==> config.mk <==
export PLATFORM = sky130hd
export DESIGN_NAME = lunar_date_from_day_count
export DESIGN_NICKNAME = d
export VERILOG_FILES = /design/src/rtl/core/ldate_pkg.sv /design/src/rtl/core/ldate_ctrl.sv /design/src/rtl/core/ldate_dp.sv /design/src/rtl/core/lunar_date_from_day_count.sv
export SDC_FILE = /design/constraint.sdc
export NUM_CORES = 1
export LEC_CHECK = 0
export ABC_AREA = 1
export BUFFER_PORTS_ARGS = -buffer_cell sky130_fd_sc_hd__buf_2
export CORE_MARGIN = 2
export CORE_UTILIZATION = 64
export DETAILED_ROUTE_END_ITERATION = 10
export GPL_ROUTABILITY_DRIVEN = 0
export PLACE_DENSITY = 0.86
export REMOVE_ABC_BUFFERS = 1
export SETUP_SLACK_MARGIN = 0.2
export SLEW_MARGIN = 20
export SYNTH_ARGS = -nofsm -noshare
export SYNTH_HDL_FRONTEND = slang
export SYNTH_SLANG_ARGS = --single-unit
==> constraint.sdc <==
create_clock -name aclk -period 9.5 [get_ports aclk]
set_input_delay 1.9 -clock aclk [delete_from_list [all_inputs] [get_ports aclk]]
set_output_delay 1.9 -clock aclk [all_outputs]
set_load 0.02 [all_outputs]
==> src/rtl/core/ldate_pkg.sv <==
package ldate_pkg;

    // Table geometry and field widths
    localparam int unsigned ROM_ROWS  = 68;
    localparam int unsigned ROW_W     = $clog2(ROM_ROWS);
    localparam int unsigned DAY_W     = 15;
    localparam int unsigned MONTH_W   = 4;
    localparam int unsigned LDAY_W    = 5;

    // Calendar constants
    localparam logic [MONTH_W-1:0] MONTH_FIRST   = 4'd1;
    localparam logic [MONTH_W-1:0] MONTH_LAST    = 4'd12;
    localparam logic [LDAY_W-1:0]  DAY_FIRST     = 5'd1;
    localparam logic [LDAY_W-1:0]  DAY_SHORT     = 5'd29;
    localparam logic [LDAY_W-1:0]  DAY_LONG      = 5'd30;
    localparam logic [15:0]        DAYS_PER_YEAR = 16'd365;
    localparam logic [15:0]        JAN_DAYS      = 16'd31;

    // One lunar year: long-month flags (bit k = month k+1), leap month
    // (zero for none), new year in February, and new-year day of month.
    typedef struct packed {
        logic [11:0] longs;
        logic [3:0]  leap;
        logic        feb;
        logic [4:0]  ny_day;
    } rom_row_t;

    localparam rom_row_t LUNAR_ROM [ROM_ROWS] = '{
        '{12'b101101101001, 4'd0,  1'b1, 5'd6},
        '{12'b101110110010, 4'd5,  1'b0, 5'd27},
        '{12'b101101010010, 4'd0,  1'b1, 5'd15},
        '{12'b101100100101, 4'd0,  1'b1, 5'd3},
        '{12'b101100101011, 4'd4,  1'b0, 5'd23},
        '{12'b101001001011, 4'd0,  1'b1, 5'd11},
        '{12'b101010101011, 4'd8,  1'b0, 5'd31},
        '{12'b001010101101, 4'd0,  1'b1, 5'd18},
        '{12'b010101101101, 4'd0,  1'b1, 5'd7},
        '{12'b010110101001, 4'd6,  1'b0, 5'd28},
        '{12'b110110101001, 4'd0,  1'b1, 5'd16},
        '{12'b110110010010, 4'd0,  1'b1, 5'd5},
        '{12'b111010010101, 4'd4,  1'b0, 5'd25},
        '{12'b110100100101, 4'd0,  1'b1, 5'd13},
        '{12'b111001001101, 4'd10, 1'b1, 5'd2},
        '{12'b101001010110, 4'd0,  1'b1, 5'd20},
        '{12'b001010110110, 4'd0,  1'b1, 5'd9},
        '{12'b001011110101, 4'd6,  1'b0, 5'd29},
        '{12'b011011010101, 4'd0,  1'b1, 5'd17},
        '{12'b111010101001, 4'd0,  1'b1, 5'd6},
        '{12'b111101010010, 4'd5,  1'b0, 5'd27},
        '{12'b111010010010, 4'd0,  1'b1, 5'd15},
        '{12'b110100100110, 4'd0,  1'b1, 5'd4},
        '{12'b010100101110, 4'd3,  1'b0, 5'd23},
        '{12'b101001010111, 4'd0,  1'b1, 5'd10},
        '{12'b101011010110, 4'd8,  1'b0, 5'd31},
        '{12'b001101011010, 4'd0,  1'b1, 5'd19},
        '{12'b011011010101, 4'd0,  1'b1, 5'd7},
        '{12'b101101101001, 4'd5,  1'b0, 5'd28},
        '{12'b011101001001, 4'd0,  1'b1, 5'd16},
        '{12'b011010010011, 4'd0,  1'b1, 5'd5},
        '{12'b101010011011, 4'd4,  1'b0, 5'd24},
        '{12'b010100101011, 4'd0,  1'b1, 5'd12},
        '{12'b101001011011, 4'd0,  1'b1, 5'd1},
        '{12'b101010101110, 4'd2,  1'b0, 5'd22},
        '{12'b010101101010, 4'd0,  1'b1, 5'd9},
        '{12'b110111010101, 4'd7,  1'b0, 5'd29},
        '{12'b101110100100, 4'd0,  1'b1, 5'd18},
        '{12'b101101001001, 4'd0,  1'b1, 5'd7},
        '{12'b110101010011, 4'd5,  1'b0, 5'd26},
        '{12'b101010010101, 4'd0,  1'b1, 5'd14},
        '{12'b010100101101, 4'd0,  1'b1, 5'd3},
        '{12'b010101011101, 4'd4,  1'b0, 5'd23},
        '{12'b101010110101, 4'd0,  1'b1, 5'd10},
        '{12'b101110101010, 4'd9,  1'b0, 5'd31},
        '{12'b010111010010, 4'd0,  1'b1, 5'd19},
        '{12'b110110100101, 4'd0,  1'b1, 5'd8},
        '{12'b111010001010, 4'd6,  1'b0, 5'd28},
        '{12'b110101001010, 4'd0,  1'b1, 5'd16},
        '{12'b110010010101, 4'd0,  1'b1, 5'd5},
        '{12'b101010011110, 4'd4,  1'b0, 5'd25},
        '{12'b010101010110, 4'd0,  1'b1, 5'd12},
        '{12'b101010110101, 4'd0,  1'b1, 5'd1},
        '{12'b101011011010, 4'd2,  1'b0, 5'd22},
        '{12'b011011010010, 4'd0,  1'b1, 5'd10},
        '{12'b011101100101, 4'd6,  1'b0, 5'd29},
        '{12'b011100100101, 4'd0,  1'b1, 5'd17},
        '{12'b011001001011, 4'd0,  1'b1, 5'd6},
        '{12'b011001010111, 4'd5,  1'b0, 5'd26},
        '{12'b110010101011, 4'd0,  1'b1, 5'd13},
        '{12'b010101011010, 4'd0,  1'b1, 5'd3},
        '{12'b010101101110, 4'd3,  1'b0, 5'd23},
        '{12'b101101101001, 4'd0,  1'b1, 5'd11},
        '{12'b111101010010, 4'd11, 1'b0, 5'd31},
        '{12'b101101010010, 4'd0,  1'b1, 5'd19},
        '{12'b101100100101, 4'd0,  1'b1, 5'd8},
        '{12'b110100001011, 4'd6,  1'b0, 5'd28},
        '{12'b101001001011, 4'd0,  1'b1, 5'd15}
    };

    // Day count of a row's new year. Over the stored years every fourth
    // year from 1972 is a leap year (2000 included), so the leap days
    // before row r come to (r + 1) / 4.
    function automatic logic [DAY_W-1:0] ny_days(input logic [ROW_W-1:0] row);
        logic [15:0] acc;
        logic [ROW_W:0] row_p1;
        row_p1 = {1'b0, row} + {{ROW_W{1'b0}}, 1'b1};
        acc = 16'(row) * DAYS_PER_YEAR
            + 16'(row_p1 >> 2)
            + (LUNAR_ROM[row].feb ? JAN_DAYS : 16'd0)
            + 16'(LUNAR_ROM[row].ny_day)
            - 16'd1;
        return acc[DAY_W-1:0];
    endfunction

    // Controller states
    typedef enum logic [1:0] {
        ST_IDLE,
        ST_SEARCH,
        ST_WALK
    } ctrl_state_t;

    // Controller to datapath
    typedef struct packed {
        logic load;
        logic search_step;
        logic walk_init;
        logic walk_step;
        logic out_load;
    } dp_cmd_t;

    // Datapath to controller
    typedef struct packed {
        logic year_hit;
        logic row_zero;
        logic walk_done;
    } dp_status_t;

endpackage

==> src/rtl/core/ldate_ctrl.sv <==
module ldate_ctrl (
    input  logic                  aclk,
    input  logic                  aresetn,
    input  logic                  s_tvalid,
    output logic                  s_tready,
    output logic                  m_tvalid,
    input  logic                  m_tready,
    input  ldate_pkg::dp_status_t status,
    output ldate_pkg::dp_cmd_t    cmd
);
    import ldate_pkg::*;

    ctrl_state_t state_reg, state_next;
    logic        m_valid_reg, m_valid_next;
    logic        out_free;

    // Output register is free when empty or being drained
    assign out_free = !m_valid_reg || m_tready;
    assign s_tready = (state_reg == ST_IDLE);
    assign m_tvalid = m_valid_reg;

    always_ff @(posedge aclk) begin
        if (!aresetn) begin
            state_reg   <= ST_IDLE;
            m_valid_reg <= 1'b0;
        end else begin
            state_reg   <= state_next;
            m_valid_reg <= m_valid_next;
        end
    end

    // Next state and commands
    always_comb begin
        state_next = state_reg;
        cmd        = '0;
        case (state_reg)
            ST_IDLE: begin
                if (s_tvalid) begin
                    cmd.load   = 1'b1;
                    state_next = ST_SEARCH;
                end
            end
            ST_SEARCH: begin
                // Hit, or fell off the first year: start the month walk
                if (status.year_hit || status.row_zero) begin
                    cmd.walk_init = 1'b1;
                    state_next    = ST_WALK;
                end else begin
                    cmd.search_step = 1'b1;
                end
            end
            ST_WALK: begin
                if (status.walk_done) begin
                    if (out_free) begin
                        cmd.out_load = 1'b1;
                        state_next   = ST_IDLE;
                    end
                end else begin
                    cmd.walk_step = 1'b1;
                end
            end
            default: begin
                state_next = ST_IDLE;
            end
        endcase
    end

    // Result valid flag
    always_comb begin
        m_valid_next = m_valid_reg;
        if (cmd.out_load) begin
            m_valid_next = 1'b1;
        end else if (m_tready) begin
            m_valid_next = 1'b0;
        end
    end

endmodule

==> src/rtl/core/ldate_dp.sv <==
module ldate_dp #(
    parameter int unsigned NUM_YEARS = 68
) (
    input  logic                              aclk,
    input  logic [ldate_pkg::DAY_W-1:0]       day_number,
    input  ldate_pkg::dp_cmd_t                cmd,
    output ldate_pkg::dp_status_t             status,
    output logic [ldate_pkg::MONTH_W-1:0]     lunar_month,
    output logic [ldate_pkg::LDAY_W-1:0]      lunar_day
);
    import ldate_pkg::*;

    localparam int unsigned SEARCH_ROWS = (NUM_YEARS < ROM_ROWS) ? NUM_YEARS : ROM_ROWS;
    localparam logic [ROW_W-1:0] START_ROW = ROW_W'(SEARCH_ROWS - 1);

    logic [DAY_W-1:0]   day_reg;
    logic [ROW_W-1:0]   row_reg;
    logic [DAY_W-1:0]   left_reg;
    logic [MONTH_W-1:0] mon_reg;
    logic               pending_reg;   // next month change enters the leap month
    logic               in_leap_reg;   // walking the leap month
    logic [MONTH_W-1:0] month_out_reg;
    logic [LDAY_W-1:0]  day_out_reg;

    logic [DAY_W:0]     diff;
    rom_row_t           row_data;
    logic [MONTH_W-1:0] mon_idx;
    logic [MONTH_W-1:0] mon_inc;
    logic [LDAY_W-1:0]  len;
    logic               fits;
    logic               sat;
    logic [MONTH_W-1:0] res_month;
    logic [LDAY_W-1:0]  res_day;

    // Year search compare
    assign diff            = {1'b0, day_reg} - {1'b0, ny_days(row_reg)};
    assign status.year_hit = !diff[DAY_W];
    assign status.row_zero = (row_reg == '0);

    // Month walk: length of the current month and whether the date lies in it
    assign row_data = LUNAR_ROM[row_reg];
    assign mon_idx  = mon_reg - MONTH_FIRST;
    assign mon_inc  = mon_reg + MONTH_FIRST;
    assign len      = (!in_leap_reg && row_data.longs[mon_idx]) ? DAY_LONG : DAY_SHORT;
    assign fits     = (left_reg < DAY_W'(len));
    // Leaving the last month of the year saturates
    assign sat      = !fits && !pending_reg && (mon_reg == MONTH_LAST);
    assign status.walk_done = fits || sat;

    assign res_month = sat ? MONTH_LAST : mon_reg;
    assign res_day   = sat ? DAY_LONG : (left_reg[LDAY_W-1:0] + DAY_FIRST);

    always_ff @(posedge aclk) begin
        if (cmd.load) begin
            day_reg <= day_number;
            row_reg <= START_ROW;
        end else if (cmd.search_step) begin
            row_reg <= row_reg - ROW_W'(1);
        end

        if (cmd.walk_init) begin
            left_reg    <= status.year_hit ? diff[DAY_W-1:0] : '0;
            mon_reg     <= MONTH_FIRST;
            pending_reg <= 1'b0;
            in_leap_reg <= 1'b0;
        end else if (cmd.walk_step) begin
            left_reg <= left_reg - DAY_W'(len);
            if (pending_reg) begin
                // Leap month repeats the current number
                pending_reg <= 1'b0;
                in_leap_reg <= 1'b1;
            end else begin
                mon_reg     <= mon_inc;
                in_leap_reg <= 1'b0;
                pending_reg <= (row_data.leap == mon_inc);
            end
        end

        if (cmd.out_load) begin
            month_out_reg <= res_month;
            day_out_reg   <= res_day;
        end
    end

    assign lunar_month = month_out_reg;
    assign lunar_day   = day_out_reg;

endmodule

==> src/rtl/core/lunar_date_from_day_count.sv <==
// Lunar date from a day count.
// The input channel (s_) takes one item: days since 1970-01-01 in
// s_tdata[14:0]. The result channel (m_) returns one item per input:
// lunar month in m_tdata[3:0], lunar day in m_tdata[8:4]; a leap month
// repeats its base month number. Dates before the 1970 lunar new year
// give month 1, day 1.
// One item is processed at a time. After acceptance the year search steps
// down one table row per cycle from the last stored year, then the month
// walk steps month by month through the found year; the result is registered
// at the end of the walk, once the output register is free, and the next
// item can be accepted in the cycle after the result is loaded.
// s_tready is high only while no item is in the search or walk.
// The result sits in an output register: a new item may be accepted and
// processed while it waits; if the receiver still stalls when the next
// result is done, the walk holds until the register drains.
// Reset (aresetn low, synchronous) returns the controller to idle and
// drops m_tvalid; no table clearing is needed.
module lunar_date_from_day_count #(
    parameter int unsigned NUM_YEARS = 68
) (
    input  logic        aclk,
    input  logic        aresetn,
    input  logic        s_tvalid,
    output logic        s_tready,
    input  logic [15:0] s_tdata,    // [14:0] day_number, [15] zero
    output logic        m_tvalid,
    input  logic        m_tready,
    output logic [15:0] m_tdata     // [3:0] lunar_month, [8:4] lunar_day, [15:9] zero
);
    import ldate_pkg::*;

    dp_cmd_t            cmd;
    dp_status_t         status;
    logic [MONTH_W-1:0] lunar_month;
    logic [LDAY_W-1:0]  lunar_day;

    ldate_ctrl u_ctrl (
        .aclk     (aclk),
        .aresetn  (aresetn),
        .s_tvalid (s_tvalid),
        .s_tready (s_tready),
        .m_tvalid (m_tvalid),
        .m_tready (m_tready),
        .status   (status),
        .cmd      (cmd)
    );

    ldate_dp #(
        .NUM_YEARS (NUM_YEARS)
    ) u_dp (
        .aclk        (aclk),
        .day_number  (s_tdata[DAY_W-1:0]),
        .cmd         (cmd),
        .status      (status),
        .lunar_month (lunar_month),
        .lunar_day   (lunar_day)
    );

    assign m_tdata = {7'd0, lunar_day, lunar_month};

endmodule
# Word level (Yosys, flattened, before mapping)
# Memories as Yosys holds them, arrays and structs flattened.
# Cells that the tools add are included.
[word_totals] register_bits=55 mem_bits_ro=2816 inputBits=20 out_inout_bits=18 elab_cells=80 memories=1
[memory_table] name="(no name shown)" depth=128 word_bits=22 rd=1 rd_ports_with_merged_regs=0 write_ports=0 line="ldate_dp.sv:41" text="assign row_data = LUNAR_ROM[row_reg];"
[op_classes] addsub=11 n_mul=1 n_lt_le_gt_ge=3 eq_ne=8 n_mux=27 bitwise=2 n_reduce_logical=17
[op_table] cell="two-way mux 15 bit" n=3
[op_table] cell="two-way mux 22 bit" n=2
[op_table] cell="subtractor 15 x 15 -> 16 bit" n=1
[op_table] cell="adder 15 bit" n=1
[op_table] cell="adder 15 x 5 -> 15 bit" n=1
[op_table] cell="adder 15 x 6 -> 15 bit" n=1
[op_table] cell="less-than comparator 15 x 5 -> 1 bit" n=1
[op_table] cell="multiplier 7 x 9 -> 15 bit (second input constant)" n=1
[op_table] cell="subtractor 15 x 1 -> 15 bit (second input constant)" n=1
[op_table] cell="subtractor 15 x 5 -> 15 bit" n=1
[op_table] cell="two-way mux 2 bit" n=7
[op_table] cell="two-way mux 1 bit" n=12
[op_table] cell="adder 7 x 1 -> 8 bit (second input constant)" n=1
[op_table] cell="greater-or-equal comparator 8 bit (second input constant)" n=1
[op_table] cell="NOT 7 -> 8 bit" n=1
[op_table] cell="zero test 7 bit" n=1
[op_table] cell="subtractor 7 x 1 -> 7 bit (second input constant)" n=1
[op_table] cell="case mux 2 bit (3 select lines)" n=1
[op_table] cell="adder 5 x 1 -> 5 bit (second input constant)" n=1
[op_table] cell="zero test 1 bit" n=5
[op_table] cell="less-than comparator 4 x 5 -> 1 bit (second input constant)" n=1
[op_table] cell="two-way mux 5 bit" n=1
[op_table] cell="adder 4 x 1 -> 4 bit (second input constant)" n=1
[op_table] cell="binary-select mux 1 bit (select 4 bit)" n=1
[op_table] cell="other kinds (14)" n=21

# Longest topological paths before layout
[logic_depth] ltp_word=17 depth_mapped=39 mapped_depth_nobuf=37

# Cells and area by module
# A second synthesis with hierarchy kept.
[unflattened] hier_cells=1028 hier_area_um2=7518.5
[by_module_without_submodules] mod="ldate_dp" instances=1 cells_each=990 area_per_inst_um2=7289.5 seq_area_each_um2=1431.4
[by_module_without_submodules] mod="ldate_ctrl" instances=1 cells_each=30 area_per_inst_um2=172.7 seq_area_each_um2=60.1
[by_module_without_submodules] mod="lunar_date_from_day_count" instances=1 cells_each=8 area_per_inst_um2=56.3 seq_area_each_um2=0.0

# Worst setup path before layout
# OpenSTA, ideal clock, no wires.
[synth_timing] path_type="reg2reg" start="register u_dp.row_reg[0]" end="register u_dp.left_reg[0], enable pin" setup_ns=0.366 arrival_ns=6.581 required_time_ns=9.134 slack_ns=2.553 path_stages_with_launch=36 n_path_buf=3 synth_period_minus_slack_ns=6.947 path_cell_list="dfxtp_1 -> buf_2 -> inv_1 -> ha_1 -> buf_4 -> inv_1 -> nand2_1 -> nand2_1 -> nand2_1 -> nand3_1 -> a21oi_1 -> fa_1 -> fa_1 -> inv_1 -> fa_1 -> inv_1 -> ha_1 -> inv_1 -> fa_1 -> o21ai_1 -> a21oi_1 -> o21ai_1 -> a21oi_1 -> nor2_1 -> nor2_1 -> xnor2_1 -> ha_1 -> nand2_1 -> nor2_1 -> inv_1 -> nor3_1 -> a21boi_2 -> nand2_1 -> nand2_2 -> buf_4 -> nand2_1"
[synth_via] elab_chain_len=16 elab_cells_between_ends=29 classes_between="add/sub: 6; mul: 1; order compare: 1; mux: 10; bitwise: 1; reduce/logical: 9; memory: 1"
[synth_rtl] item="start, declared" line="ldate_dp.sv:17" text="logic [ROW_W-1:0] row_reg;"
[synth_rtl] item="start signal, assigned" line="ldate_dp.sv:58" text="row_reg <= row_reg - ROW_W'(1);"
[synth_rtl] item="parallel branches: the longest is 15 deep, another holds subtractor 15 x 15 -> 16 bit"
[synth_rtl] item="nonzero test 2 bit (no source line) (*)"
[synth_rtl] item="end signal, assigned" line="ldate_dp.sv:62" text="left_reg <= status.year_hit ? diff[DAY_W-1:0] : '0;"
[synth_rtl] item="end signal, assigned" line="ldate_dp.sv:67" text="left_reg <= left_reg - DAY_W'(len);"
[synth_rtl] item="end, declared" line="ldate_dp.sv:18" text="logic [DAY_W-1:0] left_reg;"
# Every way passes the cells marked *. The select of a mux whose other input is x is not followed.
# A chain may end at the register's enable or synchronous reset.

# Worst setup path in the final report
[layout_timing] start="register u_dp.row_reg[0]" end="register u_dp.left_reg[9], enable pin"
# The elaborated chain is that of the path after synthesis.

==> flow_summary.ini <==
[route]
drt_wl_total_um = 19100
firstDrtPassIters = 8
vias = 7012
drc = 0
drt_iter0_drc = 1394
wl_per_cell_um = 16.1
viasPerCell = 5.91
ant_nets = 0

[logic_synthesis]
synth_area_um2 = 7470
ys_warn_count = 0
synth_seq_cells = 55
synth.distinct_cells = 49
synth_ff_type = edfxtp_1
postSynthAreaPerCell_um2 = 7.22
yosysTopAreaCell = edfxtp_1
syn-instance-count = 1035
synth_edf_count = 39
yosysTopAreaCellShare = 0.157
ys_seq_area_frac = 0.200
async_flop_share = 0
synth_area_leaders = edfxtp_1 (16%), ha_1 (15%), nand2_1 (12%), fa_1 (9.9%), inv_1 (6.8%)

[cts]
cts_root_buffer = clkbuf_16
cts-resized-gates = 0
post-cts-setup-buffers = 0
cts_tree = built
numCtsBuffers = 5
clk_latency_ns = 0.30
clk_pin_slew_ns = 0.08
ctsHoldBuffers = 0
htreeDepth = 2
cts.path.max_buffers = 2
cts_num_sinks = 55

[timing]
slew_violations = 0
post-route-min-period_ns = 8.24
relSlewSlack = 0.346
setup_tns_ns = 0
hold_viol = 0
rsz0062_at_grt = no
max_freq_ghz = 0.121
setup_viol = 0
skew_ns = 0.00843
worst_pin_slew_ns = 0.980
final.period_utilization = 0.867
hold-worst-slack_ns = 0.549

[setup_path]
critPathMaxFanout = 21
slowest_delay_ns = 0.62
reg2reg_from = u_dp.row_reg[0]
cp-end-kind = register
reg2reg_depth = 32
critPathSlowestCell = ha_1
worstPathRequired_ns = 9.41
reg2reg_slack_ns = 1.26
cp_common_cell = nand2_1
crit_type = reg2reg
arrival_ns = 8.15
startpoint_type = register
critical_path.reg2reg.endpoint = u_dp.left_reg[9]

[layout]
n_antenna_cell = 0
final_cell_mix = nand2_1 (242), inv_1 (135), ha_1 (88)
fin_area_um2 = 7760
fin_nets = 1188
areaGrowthSynthToFinish_pct = 3.80
layout_commonest_cell = nand2_1
layout-drive-gt1-share = 0.0738
final_cell_count_no_fill = 1187

[floorplanning]
ios = 38
core_area_um2 = 11400
die_h_um = 112
chipWidth_um = 112
start_util = 0.655
rows = 39
dieArea_um2 = 12600

[placed_design]
dpl_cell_area_um2 = 7610
port_buffers = 29
dp_hpwl_um = 14500
placed_cells = 1179

[grt]
grtUsageTotal = 0.306
grt_pass1_wl_um = 31500
grt_pass1_vias = 6669
antenna_found_initial = 0
grt_max_degree = 43
grt-ovfl-total = 0

[flow_run]
maxCapViolations = 0

[hold_path]
min-delay-start = u_dp.mon_reg[3]
holdPathEnd = u_dp.lunar_month[3]
whs_path_depth = 0
holdCritPathClass = reg2reg

[run_status]
status = completed
==> cells by family after synthesis <==
kind of cell | Yosys count | share of synthesized area
and+or+nand+nor | 434 | 0.244
DFF | 55 | 0.200
other | 1 | 0.000502
AOI/OAI and AO/OA | 184 | 0.140
buffers and inverters | 185 | 0.110
adders and majority gates | 125 | 0.246
xor gates and xnor gates | 51 | 0.0598
==> final cells by class <==
class,instances,area [um^2]
Multi-Input combinational cell,801,5180
Fill cell,936,3660
Sequential cell,55,1490
Inverter,140,528
Timing Repair Buffer,40,228
Tap cell,143,179
Clock buffer,5,125
Clock inverter,3,25.0
==> per-layer routing <==
metal	track usage	routed length [um]	vias to the layer above
met5	0	0	-
met4	0.114	625	0
met3	0.0713	2190	76
met2	0.494	8650	423
met1	0.405	7620	3128
li1	-	-	3385
==> how the worst max path moves through the flow <==
stage | from | end | slack, ns | depth (start not counted)
finish | u_dp.row_reg[0] | u_dp.left_reg[9] | 1.26 | 32
global route | u_dp.row_reg[0] | u_dp.left_reg[7] | 0.54 | 32
CTS | u_dp.row_reg[0] | u_dp.left_reg[4] | 1.38 | 32
detailed placement | u_dp.row_reg[3] | u_dp.left_reg[14] | 1.45 | 29
global placement | u_dp.row_reg[0] | u_dp.left_reg[14] | 1.46 | 32
floorplan | u_dp.row_reg[3] | u_dp.left_reg[0] | 2.24 | 29
==> cells in the mapped netlist (all sizes together) (2+ instances only) <==
master,n
a21boi,2
a21oi,75
a221oi,2
a31oi,5
buf,39
clkbuf,6
dfxtp,16
edfxtp,39
fa,37
ha,88
inv,140
nand2,245
nand3,81
nand3b,3
nand4,7
nor2,84
nor3,9
o211ai,9
o21ai,74
o21bai,2
o22ai,7
or2,5
xnor2,15
xor2,36
==> critical path, delay by kind of cell (launching register included) <==
kind | cells | cell delay (ns)
fa+ha+maj | 7 | 3.01
compound gates | 7 | 1.73
simple gates | 11 | 1.73
buf+inv | 6 | 0.83
flops | 1 | 0.32
xor+xnor | 1 | 0.19
==> per-stage QoR <==
stage	util	setup slack, ns
6_report	0.679	1.26
5_1_grt	0.679	0.540
4_1_cts	0.679	1.38
3_5_place_dp	0.666	1.45
3_3_place_gp	0.666	1.46
2_1_floorplan	-	2.24
Power is not shown: default switching activity piles up to over one toggle a cycle in this logic, so the estimate is an artifact.
